**src/hw/rtl/erhp_pkg.sv**
```systemverilog
// shared types, constants and helpers of the echo ranging haptic pacer
// no dependencies; used by erhp_div and the top level
package erhp_pkg;

    typedef enum logic [1:0]
    {
        ST_IDLE,
        ST_DIV,
        ST_DONE
    } state_t;

    // divider status toward the sequencer
    typedef struct packed
    {
        logic done;
        logic exact;
    } div_stat_t;

    localparam int FRAC_BITS     = 8;
    localparam int SCALE_BITS    = 16;
    localparam int STAMP_BITS    = 32;
    localparam int NEAR_BITS     = 8;
    localparam int FAR_BITS      = 10;
    localparam int CFG_IDX_BITS  = 2;
    localparam int CFG_DATA_BITS = 16;
    localparam int COUNT_BITS    = 32;
    localparam int OUT_BITS      = 56;
    localparam int NUM_RES       = 9;

    localparam logic [CFG_IDX_BITS-1:0] CFG_CYCLES_PER_CM = 2'd0;
    localparam logic [CFG_IDX_BITS-1:0] CFG_NEAR_LIMIT    = 2'd1;
    localparam logic [CFG_IDX_BITS-1:0] CFG_FAR_LIMIT     = 2'd2;

    localparam logic [SCALE_BITS-1:0] CPC_RESET  = 16'd9280;
    localparam logic [NEAR_BITS-1:0]  NEAR_RESET = 8'd20;
    localparam logic [FAR_BITS-1:0]   FAR_RESET  = 10'd150;

    localparam logic [3:0] PERIOD_NONE = 4'd0;
    localparam logic [3:0] PERIOD_NEAR = 4'd1;
    localparam logic [3:0] PERIOD_MIN  = 4'd2;
    localparam logic [3:0] PERIOD_MAX  = 4'd10;
    // whole centimetres at which the period leaves its clamps
    localparam logic [FAR_BITS-1:0] PERIOD_LO_CM = 10'd20;
    localparam logic [FAR_BITS-1:0] PERIOD_HI_CM = 10'd100;

    typedef struct packed
    {
        logic [1:0]  pad;
        logic        buzz;
        logic [3:0]  pace_period;
        logic        in_range;
        logic [15:0] distance_q8;
        logic [31:0] pulse_cycles;
    } result_t;

    // floor(w / 10) for w below 128, by reciprocal multiply
    function automatic logic [3:0] div10(input logic [6:0] w);
        logic [14:0] p;
        p = 15'(w) * 15'd205;
        return p[14:11];
    endfunction

endpackage

```
**src/hw/rtl/erhp_div.sv**
```systemverilog
// bit-serial restoring divider: (dividend * 256) / divisor, one quotient bit per cycle
// depends on erhp_pkg
module erhp_div #(
    parameter int TIME_BITS = 32
) (
    input  logic                             clk,
    input  logic                             rst_n,
    input  logic                             start,
    input  logic [TIME_BITS-1:0]             dividend,
    input  logic [erhp_pkg::SCALE_BITS-1:0]  divisor,
    output logic [TIME_BITS+7:0]             quotient,
    output erhp_pkg::div_stat_t              stat
);
    import erhp_pkg::*;

    localparam int DW = TIME_BITS + FRAC_BITS;
    localparam int CW = $clog2(DW);

    logic                  busy_reg;
    logic                  done_reg;
    logic                  exact_reg, exact_next;
    logic [CW-1:0]         cnt_reg;
    logic [DW-1:0]         dq_reg, dq_next;
    logic [SCALE_BITS-1:0] rem_reg, rem_next;
    logic [SCALE_BITS-1:0] div_reg;
    logic [SCALE_BITS:0]   shifted;
    logic [SCALE_BITS+1:0] diff;
    logic                  ge;

    // dividend bits leave at the top while quotient bits enter at the bottom
    always_comb
    begin
        shifted  = {rem_reg, dq_reg[DW-1]};
        diff     = {1'b0, shifted} - {2'b00, div_reg};
        ge       = !diff[SCALE_BITS+1];
        rem_next = ge ? diff[SCALE_BITS-1:0] : shifted[SCALE_BITS-1:0];
        dq_next  = {dq_reg[DW-2:0], ge};
        // remainder of the whole part, seen once all time bits are in
        exact_next = (cnt_reg == CW'(TIME_BITS - 1)) ? (rem_next == '0) : exact_reg;
    end

    always_ff @(posedge clk or negedge rst_n)
    begin
        if (!rst_n)
        begin
            busy_reg  <= 1'b0;
            done_reg  <= 1'b0;
            cnt_reg   <= '0;
            exact_reg <= 1'b0;
        end
        else
        begin
            done_reg <= 1'b0;
            if (start)
            begin
                busy_reg <= 1'b1;
                cnt_reg  <= '0;
            end
            else if (busy_reg)
            begin
                exact_reg <= exact_next;
                cnt_reg   <= cnt_reg + 1'b1;
                if (cnt_reg == CW'(DW - 1))
                begin
                    busy_reg <= 1'b0;
                    done_reg <= 1'b1;
                end
            end
        end
    end

    always_ff @(posedge clk)
    begin
        if (start)
        begin
            dq_reg  <= {dividend, {FRAC_BITS{1'b0}}};
            rem_reg <= '0;
            div_reg <= divisor;
        end
        else if (busy_reg)
        begin
            dq_reg  <= dq_next;
            rem_reg <= rem_next;
        end
    end

    assign quotient   = dq_reg;
    assign stat.done  = done_reg;
    assign stat.exact = exact_reg;

endmodule

```
**src/hw/rtl/echo_ranging_haptic_pacer_unit.sv**
```systemverilog
// echo ranging haptic pacer, top level: edge stream in, range and buzz results out
// depends on erhp_pkg and erhp_div
//
// Each input item is an echo-pin edge (s_tuser 1 rising, 0 falling) with its cycle stamp.
// A rising edge stores the stamp, leaves the block idle and gives nothing. A falling edge gives
// one result: the pulse width, the distance in Q8 cm saturated at 65535, the in-range flag,
// the pace period and the buzz request. A falling edge keeps s_tready low from the moment
// it is taken until its result is loaded: the start of the bit-serial divider, its
// TIME_BITS + 8 quotient bits at one quotient bit per cycle, the sequencer seeing the
// divider finish, and the load of the output register. The finished result sits in that
// register, so the next edge is taken while it waits; a later result that finds it still
// full holds the block until m_tready frees it. Echo counter residues for periods
// 2 to 10 are kept alongside the counter, so the buzz decision needs no division.
// Configuration must be written through cfg_* only while the block is idle; the block
// itself has no check for this. cycles_per_cm of zero behaves as one.
module echo_ranging_haptic_pacer_unit #(
    parameter int TIME_BITS = 32
) (
    input  logic                                 clk,
    input  logic                                 rst_n,
    input  logic                                 s_tvalid,
    output logic                                 s_tready,
    input  logic [31:0]                          s_tdata,   // stamp[31:0]
    input  logic                                 s_tuser,   // cmd
    output logic                                 m_tvalid,
    input  logic                                 m_tready,
    // pulse_cycles[31:0], distance_q8[47:32], in_range[48], pace_period[52:49],
    // buzz[53], zero[55:54]
    output logic [erhp_pkg::OUT_BITS-1:0]        m_tdata,
    input  logic                                 cfg_valid,
    output logic                                 cfg_ready,
    input  logic [erhp_pkg::CFG_IDX_BITS-1:0]    cfg_index,
    input  logic [erhp_pkg::CFG_DATA_BITS-1:0]   cfg_data
);
    import erhp_pkg::*;

    localparam int DW = TIME_BITS + FRAC_BITS;

    state_t                state_reg, state_next;
    logic [SCALE_BITS-1:0] cpc_reg;
    logic [NEAR_BITS-1:0]  near_reg;
    logic [FAR_BITS-1:0]   far_reg;
    logic [TIME_BITS-1:0]  rise_reg;
    logic [TIME_BITS-1:0]  pulse_reg;
    logic [COUNT_BITS-1:0] echo_counter_reg;
    logic [3:0]            res_reg [0:NUM_RES-1];
    logic                  m_tvalid_reg;
    result_t               out_reg;

    logic                  in_accept;
    logic                  div_start;
    logic                  load_out;
    logic [TIME_BITS-1:0]  stamp_t;
    logic [SCALE_BITS-1:0] scale;
    logic [DW-1:0]         quotient;
    div_stat_t             div_stat;
    logic [TIME_BITS-1:0]  whole;
    logic                  whole_big;
    logic [FAR_BITS-1:0]   w10;
    logic                  near_zone;
    logic                  mid_buzz;
    logic                  wrap;
    result_t               res;

    assign cfg_ready = 1'b1;
    assign in_accept = s_tvalid && s_tready;
    assign stamp_t   = TIME_BITS'(s_tdata);
    assign scale     = (cpc_reg == '0) ? SCALE_BITS'(1) : cpc_reg;

    erhp_div #(
        .TIME_BITS (TIME_BITS)
    ) u_div (
        .clk      (clk),
        .rst_n    (rst_n),
        .start    (div_start),
        .dividend (stamp_t - rise_reg),
        .divisor  (scale),
        .quotient (quotient),
        .stat     (div_stat)
    );

    // sequencer
    always_comb
    begin
        state_next = state_reg;
        s_tready   = 1'b0;
        div_start  = 1'b0;
        load_out   = 1'b0;
        case (state_reg)
            ST_IDLE:
            begin
                s_tready = 1'b1;
                if (s_tvalid && !s_tuser)
                begin
                    div_start  = 1'b1;
                    state_next = ST_DIV;
                end
            end
            ST_DIV:
            begin
                if (div_stat.done)
                    state_next = ST_DONE;
            end
            ST_DONE:
            begin
                if (!m_tvalid_reg || m_tready)
                begin
                    load_out   = 1'b1;
                    state_next = ST_IDLE;
                end
            end
            default:
            begin
                state_next = ST_IDLE;
            end
        endcase
    end

    // result from the quotient: thresholds on whole centimetres
    always_comb
    begin
        whole     = quotient[DW-1:FRAC_BITS];
        whole_big = |whole[TIME_BITS-1:FAR_BITS];
        w10       = whole[FAR_BITS-1:0];
        near_zone = (w10 < FAR_BITS'(near_reg))
                    || ((w10 == FAR_BITS'(near_reg)) && div_stat.exact);

        res              = '0;
        res.pulse_cycles = 32'(pulse_reg);
        res.distance_q8  = (|quotient[DW-1:16]) ? 16'hFFFF : quotient[15:0];
        res.in_range     = !whole_big && (w10 < far_reg);

        if (w10 < PERIOD_LO_CM)
            res.pace_period = PERIOD_MIN;
        else if (w10 >= PERIOD_HI_CM)
            res.pace_period = PERIOD_MAX;
        else
            res.pace_period = div10(w10[6:0]);

        mid_buzz = 1'b0;
        for (int i = 0; i < NUM_RES; i++)
        begin
            if (res.pace_period == 4'(i + 2))
                mid_buzz = (res_reg[i] == '0);
        end

        if (!res.in_range)
        begin
            res.pace_period = PERIOD_NONE;
            res.buzz        = 1'b0;
        end
        else if (near_zone)
        begin
            res.pace_period = PERIOD_NEAR;
            res.buzz        = 1'b1;
        end
        else
        begin
            res.buzz = mid_buzz;
        end
    end

    assign wrap = &echo_counter_reg;

    always_ff @(posedge clk or negedge rst_n)
    begin
        if (!rst_n)
        begin
            state_reg        <= ST_IDLE;
            cpc_reg          <= CPC_RESET;
            near_reg         <= NEAR_RESET;
            far_reg          <= FAR_RESET;
            rise_reg         <= '0;
            echo_counter_reg <= '0;
            m_tvalid_reg     <= 1'b0;
            for (int i = 0; i < NUM_RES; i++)
                res_reg[i] <= '0;
        end
        else
        begin
            state_reg <= state_next;

            if (cfg_valid && cfg_ready)
            begin
                case (cfg_index)
                    CFG_CYCLES_PER_CM: cpc_reg  <= cfg_data;
                    CFG_NEAR_LIMIT:    near_reg <= cfg_data[NEAR_BITS-1:0];
                    CFG_FAR_LIMIT:     far_reg  <= cfg_data[FAR_BITS-1:0];
                    default:           ;
                endcase
            end

            if (in_accept && s_tuser)
                rise_reg <= stamp_t;

            if (load_out)
                m_tvalid_reg <= 1'b1;
            else if (m_tready)
                m_tvalid_reg <= 1'b0;

            // counter and its residues move together; a wrap to zero clears the residues
            if (load_out && res.in_range)
            begin
                echo_counter_reg <= echo_counter_reg + 1'b1;
                for (int i = 0; i < NUM_RES; i++)
                begin
                    if (wrap || (res_reg[i] == 4'(i + 1)))
                        res_reg[i] <= '0;
                    else
                        res_reg[i] <= res_reg[i] + 1'b1;
                end
            end
        end
    end

    always_ff @(posedge clk)
    begin
        if (div_start)
            pulse_reg <= stamp_t - rise_reg;
        if (load_out)
            out_reg <= res;
    end

    assign m_tvalid = m_tvalid_reg;
    assign m_tdata  = out_reg;

    a_div_done_in_div: assert property (@(posedge clk) disable iff (!rst_n)
        div_stat.done |-> (state_reg == ST_DIV))
        else $error("divider finished outside of a division");

    a_out_of_range_quiet: assert property (@(posedge clk) disable iff (!rst_n)
        (m_tvalid && !out_reg.in_range) |-> (out_reg.pace_period == PERIOD_NONE && !out_reg.buzz))
        else $error("out of range item carries a period or buzz");

    a_near_buzzes: assert property (@(posedge clk) disable iff (!rst_n)
        (m_tvalid && out_reg.pace_period == PERIOD_NEAR) |-> (out_reg.buzz && out_reg.in_range))
        else $error("near zone item without buzz");

    a_counter_moves_on_load: assert property (@(posedge clk) disable iff (!rst_n)
        (echo_counter_reg != $past(echo_counter_reg)) |-> $past(load_out && res.in_range))
        else $error("echo counter moved without an in-range result");

endmodule

```
**config.mk**
```make
export PLATFORM = sky130hd
export DESIGN_NAME = echo_ranging_haptic_pacer_unit
export DESIGN_NICKNAME = d
export VERILOG_FILES = /design/src/hw/rtl/erhp_pkg.sv /design/src/hw/rtl/erhp_div.sv /design/src/hw/rtl/echo_ranging_haptic_pacer_unit.sv
export SDC_FILE = /design/constraint.sdc
export NUM_CORES = 1
export LEC_CHECK = 0
export BUFFER_PORTS_ARGS = -buffer_cell sky130_fd_sc_hd__buf_2
export CORE_MARGIN = 5
export CORE_UTILIZATION = 39
export CTS_CLUSTER_SIZE = 10
export DETAILED_ROUTE_END_ITERATION = 16
export MAX_ROUTING_LAYER = met4
export PLACE_DENSITY = 0.59
export SLEW_MARGIN = 25
export SYNTH_ARGS = -nofsm -noshare
export SYNTH_HDL_FRONTEND = slang
export SYNTH_SLANG_ARGS = --single-unit
```
**constraint.sdc**
```tcl
create_clock -name clk -period 5.3 [get_ports clk]
set_clock_uncertainty 0.1 [all_clocks]
set_input_delay 0.795 -clock clk [delete_from_list [all_inputs] [get_ports clk]]
set_output_delay 0.795 -clock clk [all_outputs]
set_load 0.03 [all_outputs]
```
# Word-level counts from Yosys, hierarchy flattened
# Index checks and enable logic that the tools add are counted.
# Widths: inputs -> output; s select.
# totals
reg_bits	304
output_inout_bits	59
wordCells	168
# op_classes
addsub	13
multipliers	1
magnitude_cmp	4
eq_ne	28
muxes	44
bitwise	2
n_reduce_logical	45
# ops
cell	count
$mux 40	2
$mux 4	11
$add 4x1->4 const B	9
$logic_not 4->1	9
$add 32x1->32 const B	1
$eq 4x3->1 const B	8
$logic_not 16->1	2
$reduce_and 32->1	1
$sub 32x32->32	1
$mux 1	24
$reduce_or 24->1	1
$reduce_or 22->1	1
$eq 4x4->1 const B	5
$sub 17x16->18	1
$eq 4x2->1 const B	4
$mux 16	1
$mul 7x8->15 const B	1
$mux 6	2
$logic_or 1x1->1	11
$eq 10x8->1	1
$ge 10x7->1 const B	1
$lt 10x10->1	1
$lt 10x5->1 const B	1
$lt 10x8->1	1
18 further kinds	37

# Longest topological paths before layout
# Gate-level depths: netlist of run 1.
# logic_depth
word_depth	14
ltp_mapped	17
mapped_depth_nobuf	17

# By module
# Synthesis of run 1 repeated with hierarchy kept, for this count alone.
# unflattened
hier_cells	1521
area_unflattened_um2	16414.5
# by_module_without_submodules
module	n_inst	cells_each	area_per_inst_um2	seq_area_each_um2
echo_ranging_haptic_pacer_unit	1	1159	12315.6	6022.0
erhp_div	1	362	4098.9	2147.1

# Worst setup path after synthesis of run 1
# No wires, ideal clock.
# synth_path
kind	in2reg
from	in m_tready
to	reg res_reg[31] (netlist bit)
setup_time_ns	0.066
arrival_time_ns	5.000
required_time_ns	5.134
slack_ns	0.134
path_stages	7
path_buffers	1
path_cell_list	nand2b_1 > nor2b_1 > or4b_4 > buf_6 > or2_4 > or4_1 > nand2_1
# synth_via
elab_chain_len	4
# synth_rtl
item	line	text
from (decl)	echo_ranging_haptic_pacer_unit.sv:26	input logic m_tready,
$logic_or 1x1->1	echo_ranging_haptic_pacer_unit.sv:106	if (!m_tvalid_reg || m_tready)
$mux 1	echo_ranging_haptic_pacer_unit.sv:106	
$mux 1	echo_ranging_haptic_pacer_unit.sv:89	case (state_reg)
named net load_out	echo_ranging_haptic_pacer_unit.sv:52	logic load_out;
$logic_and 1x1->1	echo_ranging_haptic_pacer_unit.sv:202	if (load_out && res.in_range)
to (signal, indexed assignment)	echo_ranging_haptic_pacer_unit.sv:210	res_reg[i] <= res_reg[i] + 1'b1;
to (decl)	echo_ranging_haptic_pacer_unit.sv:46	logic [3:0] res_reg [0:NUM_RES-1];
# The timed path passes the listed nets, and every way through them passes these cells.
# A chain may end at the register's enable or synchronous reset.

# Final worst setup path of run 1
# layout_path
from	reg u_div.dq_reg[10], in the netlist u_div.quotient[10]
to	reg out_reg, in the netlist m_tdata[53], data pin
# layout_via
elab_chain_len	14
elab_cells_between_ends	30
cone_classes	mul: 1; order compare: 4; eq/ne: 10; mux: 12; reduce/logical: 3
# layout_rtl
item	line	text
from (decl)	erhp_div.sv:23	logic [DW-1:0] dq_reg, dq_next;
from (signal assigned)	erhp_div.sv:76	dq_reg <= {dividend, {FRAC_BITS{1'b0}}};
from (signal assigned)	erhp_div.sv:82	dq_reg <= dq_next;
$mul 7x8->15 or $ge 10x7->1 (tied branches)	erhp_pkg.sv:59, echo_ranging_haptic_pacer_unit.sv:135	
$mux 4	echo_ranging_haptic_pacer_unit.sv:135	else if (w10 >= PERIOD_HI_CM)
$mux 4	echo_ranging_haptic_pacer_unit.sv:133	if (w10 < PERIOD_LO_CM)
$eq 4x2->1	echo_ranging_haptic_pacer_unit.sv:143	if (res.pace_period == 4'(i + 2))
$mux 1 (9 in series)	echo_ranging_haptic_pacer_unit.sv:143	
$mux 1	echo_ranging_haptic_pacer_unit.sv:152	else if (near_zone)
to (signal assigned)	echo_ranging_haptic_pacer_unit.sv:221	out_reg <= res;
to (decl)	echo_ranging_haptic_pacer_unit.sv:48	result_t out_reg;
# Parallel ways exist; a longest one is shown, timed or not.

==> results of run 1 <==
area by class of cell:
| cell class | instances | share of cell area, % |
|---|---|---|
| Clock buffer | 66 | 6.07 |
| Antenna cell | 1 | 0.0133 |
| Clock inverter | 3 | 0.113 |
| Sequential cell | 304 | 43.5 |
| Multi-Input combinational cell | 1064 | 40.4 |
| Timing Repair Buffer | 129 | 3.71 |
| Inverter | 129 | 2.59 |
| Tap cell | 539 | 3.59 |
stage by stage:
stage,total power [mW],setup WS [ns],std cells
final,11.0,0.336,2235
after global routing,11.9,0.101,2234
after CTS,11.1,0.349,2234
after detailed placement,8.61,0.375,2165
after global placement,8.53,0.438,2165
after floorplan,7.30,0.134,1565
Yosys cell counts (38+ instances only):
cell / instances / area [um2]
nand2_1: 148 / 556
edfxtp_1: 134 / 4020
xnor2_1: 55 / 482
o21ai_0: 85 / 425
nor2_1: 82 / 308
nand3_1: 56 / 280
inv_1: 129 / 484
a21oi_1: 51 / 255
mux2_2: 38 / 428
clkbuf_1: 52 / 195
ha_1: 127 / 1590
dfrtp_1: 137 / 3430
critical path, delay by kind of cell, from the launching register on:
family	cells	cell delay, ns
AO/OA/AOI/OAI	6	1.10
adder cells (fa/ha/maj)	5	1.84
buffers and inverters	3	0.22
flip-flops	1	0.50
multiplexers	1	0.41
AND/OR/NAND/NOR	1	0.63
cell families (layout without fill, tap and decap cells):
family / count (synthesis) / count (layout)
buf+inv: 197 / 327
other cells: 2 / 4
xor+xnor: 78 / 78
simple gates: 481 / 481
fa+ha+maj: 137 / 137
flops: 304 / 304
mux: 52 / 52
compound gates: 313 / 313
where the power goes:
group / leakage, nW / switching, mW / internal, mW / total [mW]
clock: 0.557 / 0.970 / 1.46 / 2.43
sequential: 3.34 / 0.338 / 3.13 / 3.46
combinational: 4.27 / 3.02 / 2.13 / 5.15
total: 8.16 / 4.33 / 6.71 / 11.0
final timing paths:
kind | startpoint | end | slack (ns)
worst min-delay path | rst_n | rise_reg[30]$_DFFE_PN0P_ | 0.18
worst max-delay path | u_div.quotient[10]$_DFFE_PP_ | m_tdata[53]$_SDFFCE_PN0P_ | 0.34
worst max register to register | u_div.quotient[10]$_DFFE_PP_ | m_tdata[53]$_SDFFCE_PN0P_ | 0.34
worst min register to register | pulse_reg[1]$_DFFE_PP_ | m_tdata[1]$_DFFE_PP_ | 0.32
min in group clk | pulse_reg[1]$_DFFE_PP_ | m_tdata[1]$_DFFE_PP_ | 0.32
max in group asynchronous | rst_n | cpc_reg[1]$_DFFE_PN0P_ | 3.76
layer usage:
layer	vias to the layer above	part of all wire, %	GRT usage [%]
li1	5799	-	-
met1	5795	50	25.0
met2	229	43	24.4
met3	53	4.8	2.89
met4	0	2.0	4.52
met5	-	0	-
==> flow_metrics.py, run 1 <==
metrics = {
    "sta": {
        "period_share_pct": 93.7,
        "drv_slew": 0,
        "totalNegativeSetupSlack_ns": 0,
        "max_clock_freq_mhz": 201,
        "setup_viol": 0,
        "whs_ns": 0.176,
        "relSlewSlack_pct": 32.3,
        "rsz0062_at_grt": "false",
        "finalWorstPathRequiredPeriod_ns": 4.96,
        "hold_violations": 0,
        "worstMarginPinSlew_ns": 1.01,
    },
    "finish": {
        "final_common_cell": "nand2_1",
        "largest_reg_flops": 54,
        "utilization_pct": 44.8,
        "layout-drive-gt1-share_pct": 14.4,
        "mostFrequentLayoutCells": "148 x nand2_1, 136 x dfrtp_1, 134 x edfxtp_1, 128 x inv_1, 127 x ha_1",
        "multi_input_area_um2": 7600,
        "regArea_um2": 8170,
        "num-fill-cells": 3956,
        "area_growth_pct": 13.8,
        "fin_area_um2": 18800,
        "fin_nets": 1859,
    },
    "critical_path": {
        "crit_chain": "inv_1, ha_1, ha_1, inv_1, fa_1, fa_1, inv_1, ha_1, a21oi_1, a211oi_1, o31ai_1, mux2_2, or4b_2, o211ai_1, o211ai_1, a31oi_1",
        "cpPeakStageDelay_ns": 0.63,
        "arrival_ns": 5.22,
        "cp-start-kind": "flip-flop",
        "required_ns": 5.56,
        "reg2reg_depth": 16,
        "critPathKind": "flip-flop to flip-flop",
        "end_kind": "flip-flop",
        "crit_slowest_cell": "or4b_2",
        "cp_max_fo": 7,
    },
    "run_status": {
        "status": "completed",
    },
    "floorplanning": {
        "die_x_um": 216,
        "coreArea_um2": 41900,
        "initial_core_util_pct": 39.3,
        "io_pins": 115,
        "die_area_um2": 46500,
        "die_h_um": 216,
        "rows": 75,
    },
    "global_routing": {
        "grt_usage_pct": 17.0,
        "grt_overflow": 0,
        "grt_pass1_vias": 11600,
        "antenna_found_initial": 0,
        "grt_first_pass_wirelength_um": 62800,
        "grt_max_degree": 73,
    },
    "place": {
        "portBuffers": 111,
        "hpwl_um": 27900,
        "place.gp.congestion": 0.845,
        "postPlaceCellArea_um2": 17600,
    },
    "drt": {
        "ant_nets": 0,
        "drt_pre_antenna_iters": 5,
        "wl_per_cell_um": 17.5,
        "drt_wl_total_um": 39000,
        "drt-initial-drc-count": 758,
        "via_per_inst": 5.31,
        "drc": 0,
        "vias": 11900,
    },
    "clocking": {
        "postCtsResizedCells": 0,
        "clock_path_buffers": 3,
        "clk_latency_ns": 0.54,
        "cts_buffers": 38,
        "cts.sinks": 304,
        "cts_root_buffer": "clkbuf_16",
        "cts_hold_buf": 0,
        "post-cts-setup-buffers": 0,
        "cts_tree": "built",
        "cts-htree-levels": 2,
        "cts.reportedPaths.clkPinSlew_ns": 0.06,
    },
    "pwr": {
        "p_leak_nw": 8.16,
        "ir_drop_mv": 0.253,
        "p_per_area_nw_per_um2": 588,
    },
    "yosys": {
        "synth_top_family_by_area": "simple AND/OR/NAND/NOR gates",
        "synth-xor-area-share_pct": 4.14,
        "yosys.area_share.simple_pct": 15.0,
        "synth.mux.area_fraction_pct": 3.44,
        "synth-seq-area-share_pct": 49.5,
        "synth_flop_cell": "dfrtp_1",
        "synth-seq-cells": 304,
        "yosys_warnings": 0,
        "synth_compound_area_share_pct": 12.4,
        "synth_area_per_cell_um2": 10.6,
        "syn_area_um2": 16500,
        "async_reset_ff_share_pct": 48.0,
        "yosys.cell_types.count": 76,
        "netlist_instances": 1564,
        "synthAdderAreaFrac_pct": 10.8,
        "synth_edf_count": 134,
    },
    "job": {
        "max_cap_viol_count": 0,
    },
    "hold_path": {
        "hp-class": "primary input to async pin",
    },
}
(Power assumes the default switching activity.)
==> inputs of run 2 (changes only) <==
--- a/config.mk
+++ b/config.mk
@@ -6,12 +6,14 @@
 export NUM_CORES = 1
 export LEC_CHECK = 0
 export BUFFER_PORTS_ARGS = -buffer_cell sky130_fd_sc_hd__buf_2
+export CELL_PAD_IN_SITES_DETAIL_PLACEMENT = 0
+export CELL_PAD_IN_SITES_GLOBAL_PLACEMENT = 2
 export CORE_MARGIN = 5
 export CORE_UTILIZATION = 39
 export CTS_CLUSTER_SIZE = 10
 export DETAILED_ROUTE_END_ITERATION = 16
 export MAX_ROUTING_LAYER = met4
-export PLACE_DENSITY = 0.59
+export PLACE_DENSITY = 0.81
 export SLEW_MARGIN = 25
 export SYNTH_ARGS = -nofsm -noshare
 export SYNTH_HDL_FRONTEND = slang
==> run 2 against run 1 <==
Count of clock-buffer cells in the layout decreased by 4; total power increased by 1.1%; combinational power decreased by 1%; die area unchanged; register-to-register slack got worse by 0.09 ns; highest routed layer unchanged; sequential power about the same; flip-flop and latch count unchanged; critical endpoint unchanged; routed wire length increased by 1.0%; maximum frequency decreased by 1.7%; worst setup slack got worse by 0.087 ns; via count decreased by 1.1%.
==> flow_metrics.py, run 2 (synthesized netlist as in run 1, its figures left out) <==
metrics = {
    "sta": {
        "finalWorstPathRequiredPeriod_ns": 5.05,
        "worstMarginPinSlew_ns": 0.963,
        "setup_viol": 0,
        "rsz0062_at_grt": "false",
        "totalNegativeSetupSlack_ns": 0,
        "drv_slew": 0,
        "whs_ns": 0.200,
        "hold_violations": 0,
        "period_share_pct": 95.3,
        "max_clock_freq_mhz": 198,
        "relSlewSlack_pct": 35.6,
    },
    "drt": {
        "ant_nets": 0,
        "vias": 11700,
        "drt-initial-drc-count": 627,
        "drt_pre_antenna_iters": 5,
        "wl_per_cell_um": 17.6,
        "drt_wl_total_um": 39400,
        "via_per_inst": 5.26,
        "drc": 0,
    },
    "critical_path": {
        "required_ns": 5.58,
        "cp-start-kind": "flip-flop",
        "cp_max_fo": 7,
        "critPathKind": "flip-flop to flip-flop",
        "end_kind": "flip-flop",
        "reg2reg_depth": 16,
        "arrival_ns": 5.33,
        "timing.rr.end": "m_tdata[53]$_SDFFCE_PN0P_",
        "reg2reg_setup_slack_ns": 0.25,
        "reg2reg_from": "u_div.quotient[10]$_DFFE_PP_",
    },
    "place": {
        "place.gp.congestion": 0.838,
        "portBuffers": 111,
        "hpwl_um": 27900,
    },
    "finish": {
        "fin_nets": 1860,
        "layout-drive-gt1-share_pct": 14.8,
        "diodes": 0,
        "area_growth_pct": 14.4,
        "mostFrequentLayoutCells": "148 x nand2_1, 136 x dfrtp_1, 134 x edfxtp_1, 128 x inv_1, 127 x ha_1",
        "largest_reg_flops": 54,
        "num-fill-cells": 3943,
        "final_common_cell": "nand2_1",
    },
    "clocking": {
        "cts-htree-levels": 2,
        "cts_buffers": 40,
        "cts_root_buffer": "clkbuf_16",
        "cts_hold_buf": 0,
        "cts.reportedPaths.clkPinSlew_ns": 0.05,
        "cts_tree": "built",
        "cts.sinks": 304,
        "clock_path_buffers": 3,
        "clk_latency_ns": 0.54,
        "post-cts-setup-buffers": 0,
        "postCtsResizedCells": 0,
    },
    "run_status": {
        "status": "completed",
    },
    "global_routing": {
        "antenna_found_initial": 0,
        "grt_max_degree": 75,
        "grt_first_pass_wirelength_um": 64200,
        "grt_overflow": 0,
        "grt_pass1_vias": 11900,
        "grt_usage_pct": 17.4,
    },
    "pwr": {
        "p_leak_nw": 8.21,
        "p_per_area_nw_per_um2": 591,
        "ir_drop_mv": 0.324,
        "p_total_mw": 11.2,
    },
    "floorplanning": {
        "die_x_um": 216,
        "die_h_um": 216,
        "die_area_um2": 46500,
        "io_pins": 115,
        "coreArea_um2": 41900,
        "initial_core_util_pct": 39.3,
        "rows": 75,
    },
    "job": {
        "max_cap_viol_count": 0,
    },
    "hold_path": {
        "hp-class": "primary input to async pin",
    },
}
[run 2: cell types whose count changed in the layout (fill, tap and decap cells not counted), sizes merged]
cell,before,now
clkbuf,66,62
clkinv,2,5
bufinv,0,2
buf,129,128
diode,1,0
[run 2: final cells by class]
| class | count | area, um2 | area share, % |
|---|---|---|---|
| flip-flops and latches | 304 | 8170 | 43.3 |
| multi-input cells | 1064 | 7610 | 40.3 |
| clock buffers | 62 | 1160 | 6.12 |
| repair buffers | 128 | 689 | 3.65 |
| well taps | 539 | 674 | 3.57 |
| inverters | 129 | 487 | 2.58 |
| clock inverters | 8 | 92.6 | 0.490 |
[run 2: power breakdown]
group | internal [mW] | switching (mW) | total, mW
Sequential | 3.13 | 0.348 | 3.47
Combinational | 2.12 | 2.98 | 5.10
Clock | 1.59 | 1.00 | 2.59
Total | 6.83 | 4.33 | 11.2
[run 2: through the flow]
step / area, um2 / worst slack (ns) / std cells / util [%]
6_report: 18900 / 0.249 / 2234 / 45.0
5_1_grt: 18900 / 0.0568 / 2234 / 45.0
3_3_place_gp: 17600 / 0.394 / 2164 / 42.0
4_1_cts: 18900 / 0.265 / 2234 / 45.0
2_1_floorplan: 16500 / 0.134 / 1565 / -
3_5_place_dp: 17600 / 0.295 / 2164 / 42.0
[run 2: critical path: stages, from the launching register on]
cell,delay (ns)
edfxtp_1,0.52
inv_1,0.15
ha_1,0.35
ha_1,0.20
fa_1,0.48
inv_1,0.06
fa_1,0.50
inv_1,0.05
ha_1,0.28
a21oi_1,0.20
a211oi_1,0.09
o31ai_1,0.46
mux2_2,0.42
or4b_2,0.61
o211ai_1,0.12
o211ai_1,0.12
a31oi_1,0.17
[run 2: worst max-delay path by stage]
stage | startpoint | end | slack [ns]
floorplan | m_tready | res_reg[31]$_DFFE_PN0P_ | 0.13
global placement | u_div.quotient[14]$_DFFE_PP_ | m_tdata[53]$_SDFFCE_PN0P_ | 0.39
detailed placement | u_div.quotient[10]$_DFFE_PP_ | m_tdata[53]$_SDFFCE_PN0P_ | 0.30
CTS | u_div.quotient[10]$_DFFE_PP_ | m_tdata[53]$_SDFFCE_PN0P_ | 0.27
global route | u_div.quotient[10]$_DFFE_PP_ | m_tdata[53]$_SDFFCE_PN0P_ | 0.06
finish | u_div.quotient[10]$_DFFE_PP_ | m_tdata[53]$_SDFFCE_PN0P_ | 0.25
[run 2: routing by layer]
metal  GRT usage (%)  share of wire, %  wire length, um  vias to the layer above
met1            24.8                50            19600                     5656
met2            26.1                44            17300                      218
met4            5.18               2.6             1010                        0
met5               -                 0                0                        -
met3            2.47               3.8             1500                       64
li1                -                 -                -                     5803
